<file path="config.mk">
export PLATFORM = sky130hd
export DESIGN_NAME = jts_stencil
export DESIGN_NICKNAME = d
export VERILOG_FILES = /design/src/design/jacobi_tile_sweep_assert.svh /design/src/design/jts_pkg.sv /design/src/design/jts_stencil.sv
export SDC_FILE = /design/constraint.sdc
export NUM_CORES = 1
export LEC_CHECK = 0
export ABC_AREA = 1
export BUFFER_PORTS_ARGS = -buffer_cell sky130_fd_sc_hd__buf_2
export CORE_ASPECT_RATIO = 1.2
export CORE_MARGIN = 2
export CORE_UTILIZATION = 56
export CTS_CLUSTER_DIAMETER = 100
export CTS_CLUSTER_SIZE = 10
export DETAILED_ROUTE_END_ITERATION = 10
export PLACE_DENSITY = 0.76
export REMOVE_ABC_BUFFERS = 1
export SLEW_MARGIN = 20
export SYNTH_ARGS = -nofsm -noshare
export SYNTH_HDL_FRONTEND = slang
export SYNTH_SLANG_ARGS = --single-unit
</file>
<file path="constraint.sdc">
create_clock -name clock -period 6.65 [get_ports clock]
set_input_delay 1.995 -clock clock [delete_from_list [all_inputs] [get_ports clock]]
set_output_delay 1.995 -clock clock [all_outputs]
set_load 0.02 [all_outputs]
</file>
<file path="src/design/jacobi_tile_sweep_assert.svh">
// ----------------------------------------------------------------------------
// jacobi_tile_sweep_assert.svh
// Assertion macros for the Jacobi tile sweep block. They use the clock and
// reset names of the including module and are muted while reset is high.
// ----------------------------------------------------------------------------
`ifndef JACOBI_TILE_SWEEP_ASSERT_SVH
`define JACOBI_TILE_SWEEP_ASSERT_SVH

// same-cycle implication
`define JTS_ASSERT_IMPLY(label, ante, cons, msg) \
   label: assert property (@(posedge clock) disable iff (reset) (ante) |-> (cons)) \
      else $error(msg);

// next-cycle implication
`define JTS_ASSERT_NEXT(label, ante, cons, msg) \
   label: assert property (@(posedge clock) disable iff (reset) (ante) |=> (cons)) \
      else $error(msg);

`endif

</file>
<file path="src/design/jts_pkg.sv">
// ----------------------------------------------------------------------------
// jts_pkg
// Shared sizes, codes and stage types of the Jacobi tile sweep block.
// ----------------------------------------------------------------------------
`timescale 1ns / 1ps
`default_nettype none

package jts_pkg;

   // tile geometry
   localparam int TILE_SIZE  = 16;
   localparam int IDX_W      = $clog2(TILE_SIZE);
   localparam int CELLS      = TILE_SIZE * TILE_SIZE;
   localparam int TILE_AW    = 1 + 2 * IDX_W;      // bank, row, column
   localparam int TILE_DEPTH = 2 ** TILE_AW;
   localparam int HALO_AW    = 2 + IDX_W;          // side, position
   localparam int HALO_DEPTH = 2 ** HALO_AW;
   localparam int LINE_LEN   = 2 * TILE_SIZE + 1;  // window over three rows

   // sweep sequencer: every cell is read once, results trail by one row
   localparam int SWEEP_LEN = CELLS + TILE_SIZE;
   localparam int CNT_W     = $clog2(SWEEP_LEN + 1);
   localparam logic [CNT_W-1:0] SEQ_END   = CNT_W'(SWEEP_LEN);
   localparam logic [CNT_W-1:0] SEQ_CELLS = CNT_W'(CELLS);
   localparam logic [CNT_W-1:0] SEQ_LAG   = CNT_W'(TILE_SIZE);
   localparam logic [IDX_W-1:0] IDX_LAST  = IDX_W'(TILE_SIZE - 1);

   // arithmetic
   localparam int VAL_W = 16;
   localparam int SUM_W = VAL_W + 3;               // five values
   localparam logic [VAL_W-1:0] TOL_RESET = VAL_W'(3);

   // divide by five: multiply by ceil(2^k / 5), take the top bits
   localparam int RECIP_SHIFT = SUM_W + 3;
   localparam int RECIP_W     = RECIP_SHIFT - 2;
   localparam int PROD_W      = SUM_W + RECIP_W;
   localparam logic [RECIP_W-1:0] RECIP_V = RECIP_W'((2 ** RECIP_SHIFT) / 5 + 1);

   typedef enum logic [1:0] {
      CMD_WRITE_CELL = 2'd0,
      CMD_WRITE_HALO = 2'd1,
      CMD_SWEEP      = 2'd2,
      CMD_READ_CELL  = 2'd3
   } cmd_type;

   typedef enum logic [1:0] {
      SIDE_NORTH = 2'd0,
      SIDE_SOUTH = 2'd1,
      SIDE_EAST  = 2'd2,
      SIDE_WEST  = 2'd3
   } side_type;

   // one cell in flight through the sweep pipeline
   typedef struct packed {
      logic             valid;
      logic             last;
      logic [IDX_W-1:0] row;
      logic [IDX_W-1:0] col;
   } pos_type;

   // sequencer token: a tile read was issued, and maybe a cell to compute
   typedef struct packed {
      logic    push;
      pos_type pos;
   } tok_type;

   typedef struct packed {
      logic               en;
      logic [HALO_AW-1:0] v_addr;
      logic [HALO_AW-1:0] h_addr;
   } halo_rd_type;

   typedef struct packed {
      logic             valid;
      logic [IDX_W-1:0] row;
      logic [IDX_W-1:0] col;
      logic [VAL_W-1:0] data;
   } cell_wr_type;

   typedef struct packed {
      logic             valid;
      logic [VAL_W-1:0] worst;
   } done_type;

endpackage

`default_nettype wire

</file>
<file path="src/design/jts_stencil.sv">
// ----------------------------------------------------------------------------
// jts_stencil
// Sweep datapath: three-row window over the streamed old bank, halo
// substitution at the edges, five-point sum, divide by five, change tracking.
// ----------------------------------------------------------------------------
`timescale 1ns / 1ps
`default_nettype none

module jts_stencil import jts_pkg::*; (
   input  logic             clock,
   input  logic             reset,
   input  tok_type          tok,
   input  logic [VAL_W-1:0] tile_rdata,
   input  logic [VAL_W-1:0] halo_v_data,
   input  logic [VAL_W-1:0] halo_h_data,
   output halo_rd_type      halo_rd,
   output cell_wr_type      cell_wr,
   output done_type         done
);

   tok_type            s1_ff;
   pos_type            s2_ff, s3_ff, s4_ff;
   logic [VAL_W-1:0]   line_ff [LINE_LEN];
   logic [SUM_W-1:0]   sum_ff, sum_in;
   logic [VAL_W-1:0]   old3_ff, old4_ff;
   logic [PROD_W-1:0]  prod_ff, prod_in;
   logic [VAL_W-1:0]   max_ff, max_in;

   side_type           v_side, h_side;
   logic [VAL_W-1:0]   up, down, left, right, self_v;
   logic [VAL_W-1:0]   nv, diff, worst_now;

   // stage 1: halo fetch for the cell; north/south by column, west/east by row
   always_comb begin
      v_side = (s1_ff.pos.row == '0) ? SIDE_NORTH : SIDE_SOUTH;
      h_side = (s1_ff.pos.col == '0) ? SIDE_WEST : SIDE_EAST;
      halo_rd.en     = s1_ff.pos.valid;
      halo_rd.v_addr = {v_side, s1_ff.pos.col};
      halo_rd.h_addr = {h_side, s1_ff.pos.row};
   end

   // window: newest at tap 0, the cell itself one row back
   always_ff @(posedge clock) begin
      if (s1_ff.push || s1_ff.pos.valid) begin
         line_ff[0] <= tile_rdata;
         for (int i = 1; i < LINE_LEN; i++) begin
            line_ff[i] <= line_ff[i-1];
         end
      end
   end

   // stage 2: neighbours, halo at the tile edges, then the sum
   always_comb begin
      self_v = line_ff[TILE_SIZE];
      up     = (s2_ff.row == '0)      ? halo_v_data : line_ff[2*TILE_SIZE];
      down   = (s2_ff.row == IDX_LAST) ? halo_v_data : line_ff[0];
      left   = (s2_ff.col == '0)      ? halo_h_data : line_ff[TILE_SIZE+1];
      right  = (s2_ff.col == IDX_LAST) ? halo_h_data : line_ff[TILE_SIZE-1];
      sum_in = SUM_W'(self_v) + SUM_W'(up) + SUM_W'(down) + SUM_W'(left)
             + SUM_W'(right);
   end

   // stage 3: reciprocal multiply
   assign prod_in = PROD_W'(sum_ff) * PROD_W'(RECIP_V);

   // stage 4: quotient, change, write-back and running maximum
   always_comb begin
      nv        = prod_ff[RECIP_SHIFT +: VAL_W];
      diff      = (nv > old4_ff) ? (nv - old4_ff) : (old4_ff - nv);
      worst_now = (diff > max_ff) ? diff : max_ff;
      if (s4_ff.valid) begin
         max_in = s4_ff.last ? '0 : worst_now;
      end else begin
         max_in = max_ff;
      end
      cell_wr.valid = s4_ff.valid;
      cell_wr.row   = s4_ff.row;
      cell_wr.col   = s4_ff.col;
      cell_wr.data  = nv;
      done.valid    = s4_ff.valid && s4_ff.last;
      done.worst    = worst_now;
   end

   // stage control
   always_ff @(posedge clock) begin
      if (reset) begin
         s1_ff  <= '0;
         s2_ff  <= '0;
         s3_ff  <= '0;
         s4_ff  <= '0;
         max_ff <= '0;
      end else begin
         s1_ff  <= tok;
         s2_ff  <= s1_ff.pos;
         s3_ff  <= s2_ff;
         s4_ff  <= s3_ff;
         max_ff <= max_in;
      end
   end

   // stage payload
   always_ff @(posedge clock) begin
      sum_ff  <= sum_in;
      old3_ff <= self_v;
      prod_ff <= prod_in;
      old4_ff <= old3_ff;
   end

endmodule

`default_nettype wire

</file>
=== After elaboration in Yosys (flattened, before gate mapping) ===
Memory sizes are Yosys's and may differ from the RTL's.
Cells that the tools add are included.

* RAM bits: 528
* Memories kept: 1
* Input bits: 61
* Register bits after elaboration: 146
* Word-level logic and storage cells: 51

* Reduce and logical (&&, ||, !) cells: 6
* Equal/unequal tests: 2
* Add/subtract/negate cells: 6
* Multipliers: 1
* Mux-type cells: 11
* Magnitude comparators: 2

{| class="wikitable"
|+ Memory list
! memory !! depth !! bits a word !! read ports !! clocked after Yosys merged registers in !! write ports !! line !! source
|-
| line_ff || 33 || 16 || 33 || 0 || 33 || jts_stencil.sv:23 || <nowiki>logic [VAL_W-1:0] line_ff [LINE_LEN];</nowiki>
|}

{| class="wikitable"
|+ Operators by type and width
! operator !! count
|-
| $mux W16 || 7
|-
| $mul A19 B20 Y38 const B || 1
|-
| $gt A16 B16 Y1 || 2
|-
| $sub A16 B16 Y16 || 2
|-
| $add A18 B16 Y19 || 1
|-
| $add A19 B16 Y19 || 1
|-
| $add A17 B16 Y18 || 1
|-
| $add A16 B16 Y17 || 1
|-
| $logic_not A4 Y1 || 4
|-
| $eq A4 B4 Y1 const B || 2
|-
| $mux W1 || 4
|-
| $logic_and A1 B1 Y1 || 1
|-
| $logic_or A1 B1 Y1 || 1
|}

=== Logic depth before layout (Yosys ltp) ===
Gate-level depths: netlist (run 1).

* Word-level depth: 6
* Mapped depth: 29
* Mapped depth without buffers: 28

=== Least setup slack after synthesis (run 1) ===
OpenSTA, ideal clock, no wires.

* Path type: register to register
* Start: register s1_ff, in the netlist halo_rd[12]
* End: memory line_ff[0][0] (enable)
* Data required time: 5.973 ns
* Path buffers: 0
* Data arrival time: 6.600 ns
* Slack: -0.627 ns
* Period minus slack after synthesis: 7.277 ns
* Cell stages (with the launch flop): 2
* Cells stage by stage: dfxtp_1 -> or2_2

{| class="wikitable"
|+ RTL lines
! what !! line !! source
|-
| start: declaration || jts_stencil.sv:21 || <nowiki>tok_type s1_ff;</nowiki>
|-
| start signal: assignment || jts_stencil.sv:93 || <nowiki>s1_ff <= tok;</nowiki>
|-
| end: declaration || jts_stencil.sv:23 ||
|}

==> results.yml, run 1 <==
setup_path:
  timing.rr.start: "sum_ff[11]"
  crit_slowest_cell: "dfxtp_1"
  slowest_delay_ns: 0.36
  path_cells: "inv_1 > ha_1 > inv_1 > fa_2 > nand3_1 > nand3_2 > nand2_1 > nand2_4 > nand2_4 > nand2_1 > nand2_8 > nand3_1 > nand2_1 > ha_1 > nand2_1 > nor2_2 > nand4_1 > inv_1 > nand2_1 > a21oi_4 > buf_4 > nand3_2 > and2_1 > buf_2"
  reg2reg_to: "prod_ff[36]"
  path_class: "reg2out"
  cp.arrival_ns: 4.34
  worstPathMaxFanout: 20
  cpMostUsedCell: "nand2_1"
  start_kind: "flop"
  rr_worst_depth: 20
  r2r_slack_ns: 1.00
  crit_path_end_kind: "output pin"
  cp.required_ns: 4.66
cells_and_area:
  drive_gt1_frac: 0.105
  final_cell_mix: "edfxtp_1 (528), inv_1 (470), nand2_1 (356)"
  mostFrequentLayoutCell: "edfxtp_1"
  syn2layout_area_growth_pct: 11.3
  insertedDiodeCount: 0
  fin_nets: 2984
route:
  top_layer: "met5"
  met1Wirelength_mm: 26.6
  route.detailed.drc: 0
  drtAntennaViolNets: 0
  num_vias: 16981
  via_per_inst: 5.13
  wire_per_inst_um: 19.0
  drtIter0Drc: 1187
  wl_met2_mm: 31.6
  met3_length_mm: 2.41
  wirelength_mm: 62.9
  dr.pass1.iters: 5
die:
  die_h_um: 259
  fp.dieW_um: 217
  rows: 93
  die_area_mm2: 0.0562
  ioPinCount: 116
  core_mm2: 0.0536
  initial_core_util: 0.567
global_route:
  antenna_found_initial: 2
  gr-total-overflow: 0
  grt_max_degree: 233
  grt_pass1_vias: 17780
  track_usage: 0.230
  grt_pass1_wl_mm: 97.4
min_path:
  min_to: "old4_ff[14]"
  hp-start: "old3_ff[14]"
  holdPathStages: 0
  min_path_type: "reg2reg"
timing:
  worst_slack_ns: 0.317
  drv_slew: 0
  hold_violations: 0
  fin_skew_ns: 0.0234
  fin_crit_sh: 0.952
  period_needed_ns: 6.33
  worst_pin_slew_ns: 1.05
  achievable-frequency_mhz: 158
  rsz0062_at_grt: "no"
  slew_headroom: 0.301
  setup_viol_count_final: 0
clock_tree:
  clkSlewWorstSetupHoldPaths_ns: 0.07
  numCtsBuffers: 75
  clkSinkCount: 652
  cts_buffer_depth: 3
  clk_latency_ns: 0.61
  cts_root_buf: "clkbuf_16"
  tritoncts: "yes"
  h-tree-depth: 3
placement:
  place_congestion: 0.913
  dpl.hpwl_mm: 45.6
  pre_cts_ws_ns: 0.649
  numPortBuffers: 113
status:
  status: "finished clean"
yosys:
  synth_edf_count: 528
  avgSynthCellArea_um2: 12.6
  netlist_area_mm2: 0.0304
  synthFlopType: "edfxtp_1"
  synthCells: 2419
  ys.warnings.count: 0
  ys_ff_latch: 652
  ys_types: 51
  synth-async-reset-ratio: 0
  ys_seq_area_frac: 0.603
run:
  max_cap_viol_count: 0
[critical path, delay by kind of cell, from the launching register on]
| kind | cells | cell delay [ns] |
|---|---|---|
| buffers and inverters | 5 | 0.63 |
| AND/OR/NAND/NOR | 15 | 1.78 |
| adder cells (fa/ha/maj) | 3 | 0.75 |
| AO/OA/AOI/OAI | 1 | 0.18 |
| flip-flops | 1 | 0.36 |
[state kept, by name, indices dropped and copies added (netlist names)]
signal,cells
line_ff,528
old4_ff,16
max_ff,16
s1_ff,2
cell_wr,9
s3_ff,10
sum_ff,19
prod_ff,16
old3_ff,16
s2_ff,10
halo_rd,9
s4_ff,1
[synthesized netlist by cell type, drive strengths merged (13+ instances only)]
master	n	share of area
mux2i	18	0.0059
and2	17	0.0035
nand2	369	0.047
dfxtp	124	0.082
nand3	71	0.013
clkbuf	14	0.0017
buf	31	0.0075
nor2	129	0.017
mux2	14	0.0052
nand4	23	0.0047
xor2	30	0.0086
xnor2	13	0.0037
ha	200	0.082
fa	148	0.097
inv	473	0.058
o21ai	60	0.011
edfxtp	528	0.52
a21oi	110	0.019
[layer usage]
metal / up-vias / global-route usage
li1: 8222 / -
met1: 8247 / 0.292
met2: 388 / 0.399
met3: 120 / 0.0325
met4: 4 / 0.0927
met5: - / 0
[cell type report]
| type | count | area (um2) |
|---|---|---|
| clock buffers | 97 | 2000 |
| clock inverters | 6 | 76.3 |
| fillers | 3997 | 19800 |
| inverters | 475 | 1780 |
| multi-input cells | 1247 | 10100 |
| flip-flops and latches | 652 | 18300 |
| well taps | 712 | 891 |
| repair buffers | 124 | 693 |
[cells by family (layout without fill, tap and decap cells)]
group / Yosys count / in the layout / synth area share
buffers and inverters: 520 / 702 / 0.0679
DFF: 652 / 652 / 0.603
AOI/OAI and AO/OA: 198 / 198 / 0.0368
muxes: 32 / 32 / 0.0111
and+or+nand+nor: 624 / 624 / 0.0888
other: 2 / 2 / 0.000247
adders and majority gates: 348 / 348 / 0.180
xor gates and xnor gates: 43 / 43 / 0.0124
[how the worst max path moves through the flow]
stage / endpoint / slack [ns] / depth (start not counted) / startpoint
finish: done[15] / 0.32 / 24 / prod_ff[22]
global route: done[15] / 0.003 / 24 / prod_ff[22]
CTS: done[14] / 0.09 / 25 / prod_ff[22]
detailed placement: done[15] / 0.65 / 22 / prod_ff[22]
global placement: done[7] / 0.74 / 22 / prod_ff[22]
floorplan: line_ff[0][0] / -0.81 / 1 / halo_rd[12]
[per-stage QoR]
step	std cells	hold WS [ns]	area (um2)	setup TNS, ns	utilization
floorplan	2374	0.310	30100	-427.35	-
global placement	3207	0.317	31700	0	0.591
detailed placement	3207	0.315	31700	0	0.591
CTS	3310	0.325	33800	0	0.630
global route	3313	0.333	33800	0	0.631
finish	3313	0.325	33800	0	0.631
[timing repair]
item | CTS | global route
setup buffers | 0 | 2
gates resized for setup | 2 | 6
setup endpoints to repair | 3 | 12
hold buffers | 0 | 0
pin swaps | 0 | 3
endpoints found under the hold margin | 0 | 0
Power of run 1 is not shown: default switching activity piles up to over one toggle a cycle in this logic, so the estimate is an artifact.
==> run 2: changes to the inputs <==
Settings changed: CORE_UTILIZATION 56 to 57, PLACE_DENSITY 0.76 to 0.74.
Clock period 6.65 ns to 8.02 ns, I/O delays scaled along.
==> run 2 against run 1 <==
Against the previous run:
- utilization rose by 1.2 points
- global-route usage rose by 1.1 points
- clock skew rose by 0.015 ns
- first-iteration DRC count fell by 13%
- die area fell by 1.7%
- sequential share of layout area barely moved
- final cell count barely moved
- count of clock-buffer cells in the layout rose by 3
- worst setup slack improved by 0.52 ns
- register-to-register slack improved by 1.3 ns
- via count rose by 0.33%
- flip-flop and latch count did not move
- critical endpoint is now done[3]
- largest cell class unchanged
==> results.yml, run 2 (synthesis gave the netlist of run 1 again) <==
placement:
  post-place-cells: 3201
  dpl.hpwl_mm: 47.7
  place_congestion: 0.915
  numPortBuffers: 113
global_route:
  grt_max_degree: 220
  grt_pass1_wl_mm: 100
  grt_pass1_vias: 18330
  track_usage: 0.241
  gr-total-overflow: 0
  antenna_found_initial: 4
route:
  wire_per_inst_um: 19.6
  drtAntennaViolNets: 0
  via_per_inst: 5.14
  wirelength_mm: 64.9
  drtIter0Drc: 1037
  route.detailed.drc: 0
  num_vias: 17037
  dr.pass1.iters: 6
clock_tree:
  cts_buffer_depth: 3
  cts_root_buf: "clkbuf_16"
  tritoncts: "yes"
  h-tree-depth: 3
  clkSinkCount: 652
  clk_latency_ns: 0.61
  cts_setup_buffers: 0
  cts_resized: 0
  clkSlewWorstSetupHoldPaths_ns: 0.06
  postCtsHoldBufs: 0
  numCtsBuffers: 75
timing:
  fin_skew_ns: 0.0387
  slew_headroom: 0.299
  hold_violations: 0
  fin_crit_sh: 0.896
  period_needed_ns: 7.19
  worst_pin_slew_ns: 1.05
  setup_viol_count_final: 0
  drv_slew: 0
  achievable-frequency_mhz: 139
  rsz0062_at_grt: "no"
  tns_ns: 0
die:
  die_area_mm2: 0.0552
  fp.dieW_um: 215
  die_h_um: 257
  initial_core_util: 0.578
  ioPinCount: 116
  rows: 92
  core_mm2: 0.0526
setup_path:
  cpMostUsedCell: "nand2_1"
  crit_path_end_kind: "output pin"
  slowest_delay_ns: 0.65
  r2r_slack_ns: 2.28
  critPathBufInv: 6
  path_class: "reg2out"
  worstPathMaxFanout: 20
  start_kind: "flop"
  path_cells: "inv_1 > ha_1 > inv_1 > fa_1 > nand3_1 > nand3_2 > nand2_1 > nand2_4 > nand2_4 > nand2_1 > nand2_2 > nand3_2 > nand2_1 > inv_1 > ha_1 > nand2_1 > inv_1 > nand4_1 > inv_1 > nand2_1 > a21oi_2 > nand2_1 > and2_1 > buf_2"
  crit_family: "simple AND/OR/NAND/NOR gates"
  cp.required_ns: 5.61
  crit_slowest_cell: "a21oi_2"
  cp.arrival_ns: 4.78
cells_and_area:
  fillerInstances: 3904
  final_core_util: 0.643
  largest_reg_flops: 528
  stdcell_count: 3312
  syn2layout_area_growth_pct: 11.2
  final_cell_mix: "edfxtp_1 (528), inv_1 (470), nand2_1 (356)"
  top_regs: "line_ff: 528 flops, sum_ff: 19 flops"
  drive_gt1_frac: 0.102
  fin_nets: 2983
  regMostFlops: "line_ff"
  mostFrequentLayoutCell: "edfxtp_1"
status:
  status: "finished clean"
min_path:
  min_path_type: "reg2reg"
run:
  max_cap_viol_count: 0
[run 2: stage by stage]
| stage | setup slack (ns) | instance area, um2 | hold slack (ns) |
|---|---|---|---|
| 6_report | 0.833 | 33800 | 0.336 |
| 4_1_cts | 0.785 | 33800 | 0.336 |
| 2_1_floorplan | 0.561 | 30100 | 0.310 |
| 3_3_place_gp | 1.54 | 31700 | 0.312 |
| 5_1_grt | 0.300 | 33800 | 0.354 |
| 3_5_place_dp | 1.44 | 31700 | 0.316 |
[run 2: worst register-to-register path, delay by kind of cell, from the launching register on]
family	cells	cell delay [ns]
and+or+nand+nor	5	0.59
DFF	1	0.45
buffers and inverters	6	0.39
AOI/OAI and AO/OA	1	0.55
xor gates and xnor gates	1	0.30
adders and majority gates	7	3.38
[run 2: area by class of cell]
type                    instances  area, um2  area share
diodes                          1       2.50   0.0000740
clock buffers                 100       1970      0.0583
clock inverters                 9        156     0.00462
inverters                     475       1780      0.0527
multi-input cells            1247      10000       0.296
flip-flops and latches        652      18300       0.542
well taps                     705        882      0.0261
repair buffers                123        673      0.0199
[run 2: path summary, 6_finish.rpt]
path	cells past startpoint	start	to
max	24	prod_ff[22]	done[3]
min	0	old3_ff[8]	old4_ff[8]
max reg2reg	20	sum_ff[11]	prod_ff[36]
min reg2reg	0	old3_ff[8]	old4_ff[8]
[run 2: per-layer routing]
metal | GRT usage | part of all wire | wire length (um)
met5 | 0 | 0.00017 | 11
met1 | 0.296 | 0.41 | 26700
met3 | 0.0330 | 0.033 | 2160
met4 | 0.0972 | 0.037 | 2400
met2 | 0.429 | 0.52 | 33700
Power of run 2 is left out for the same reason.
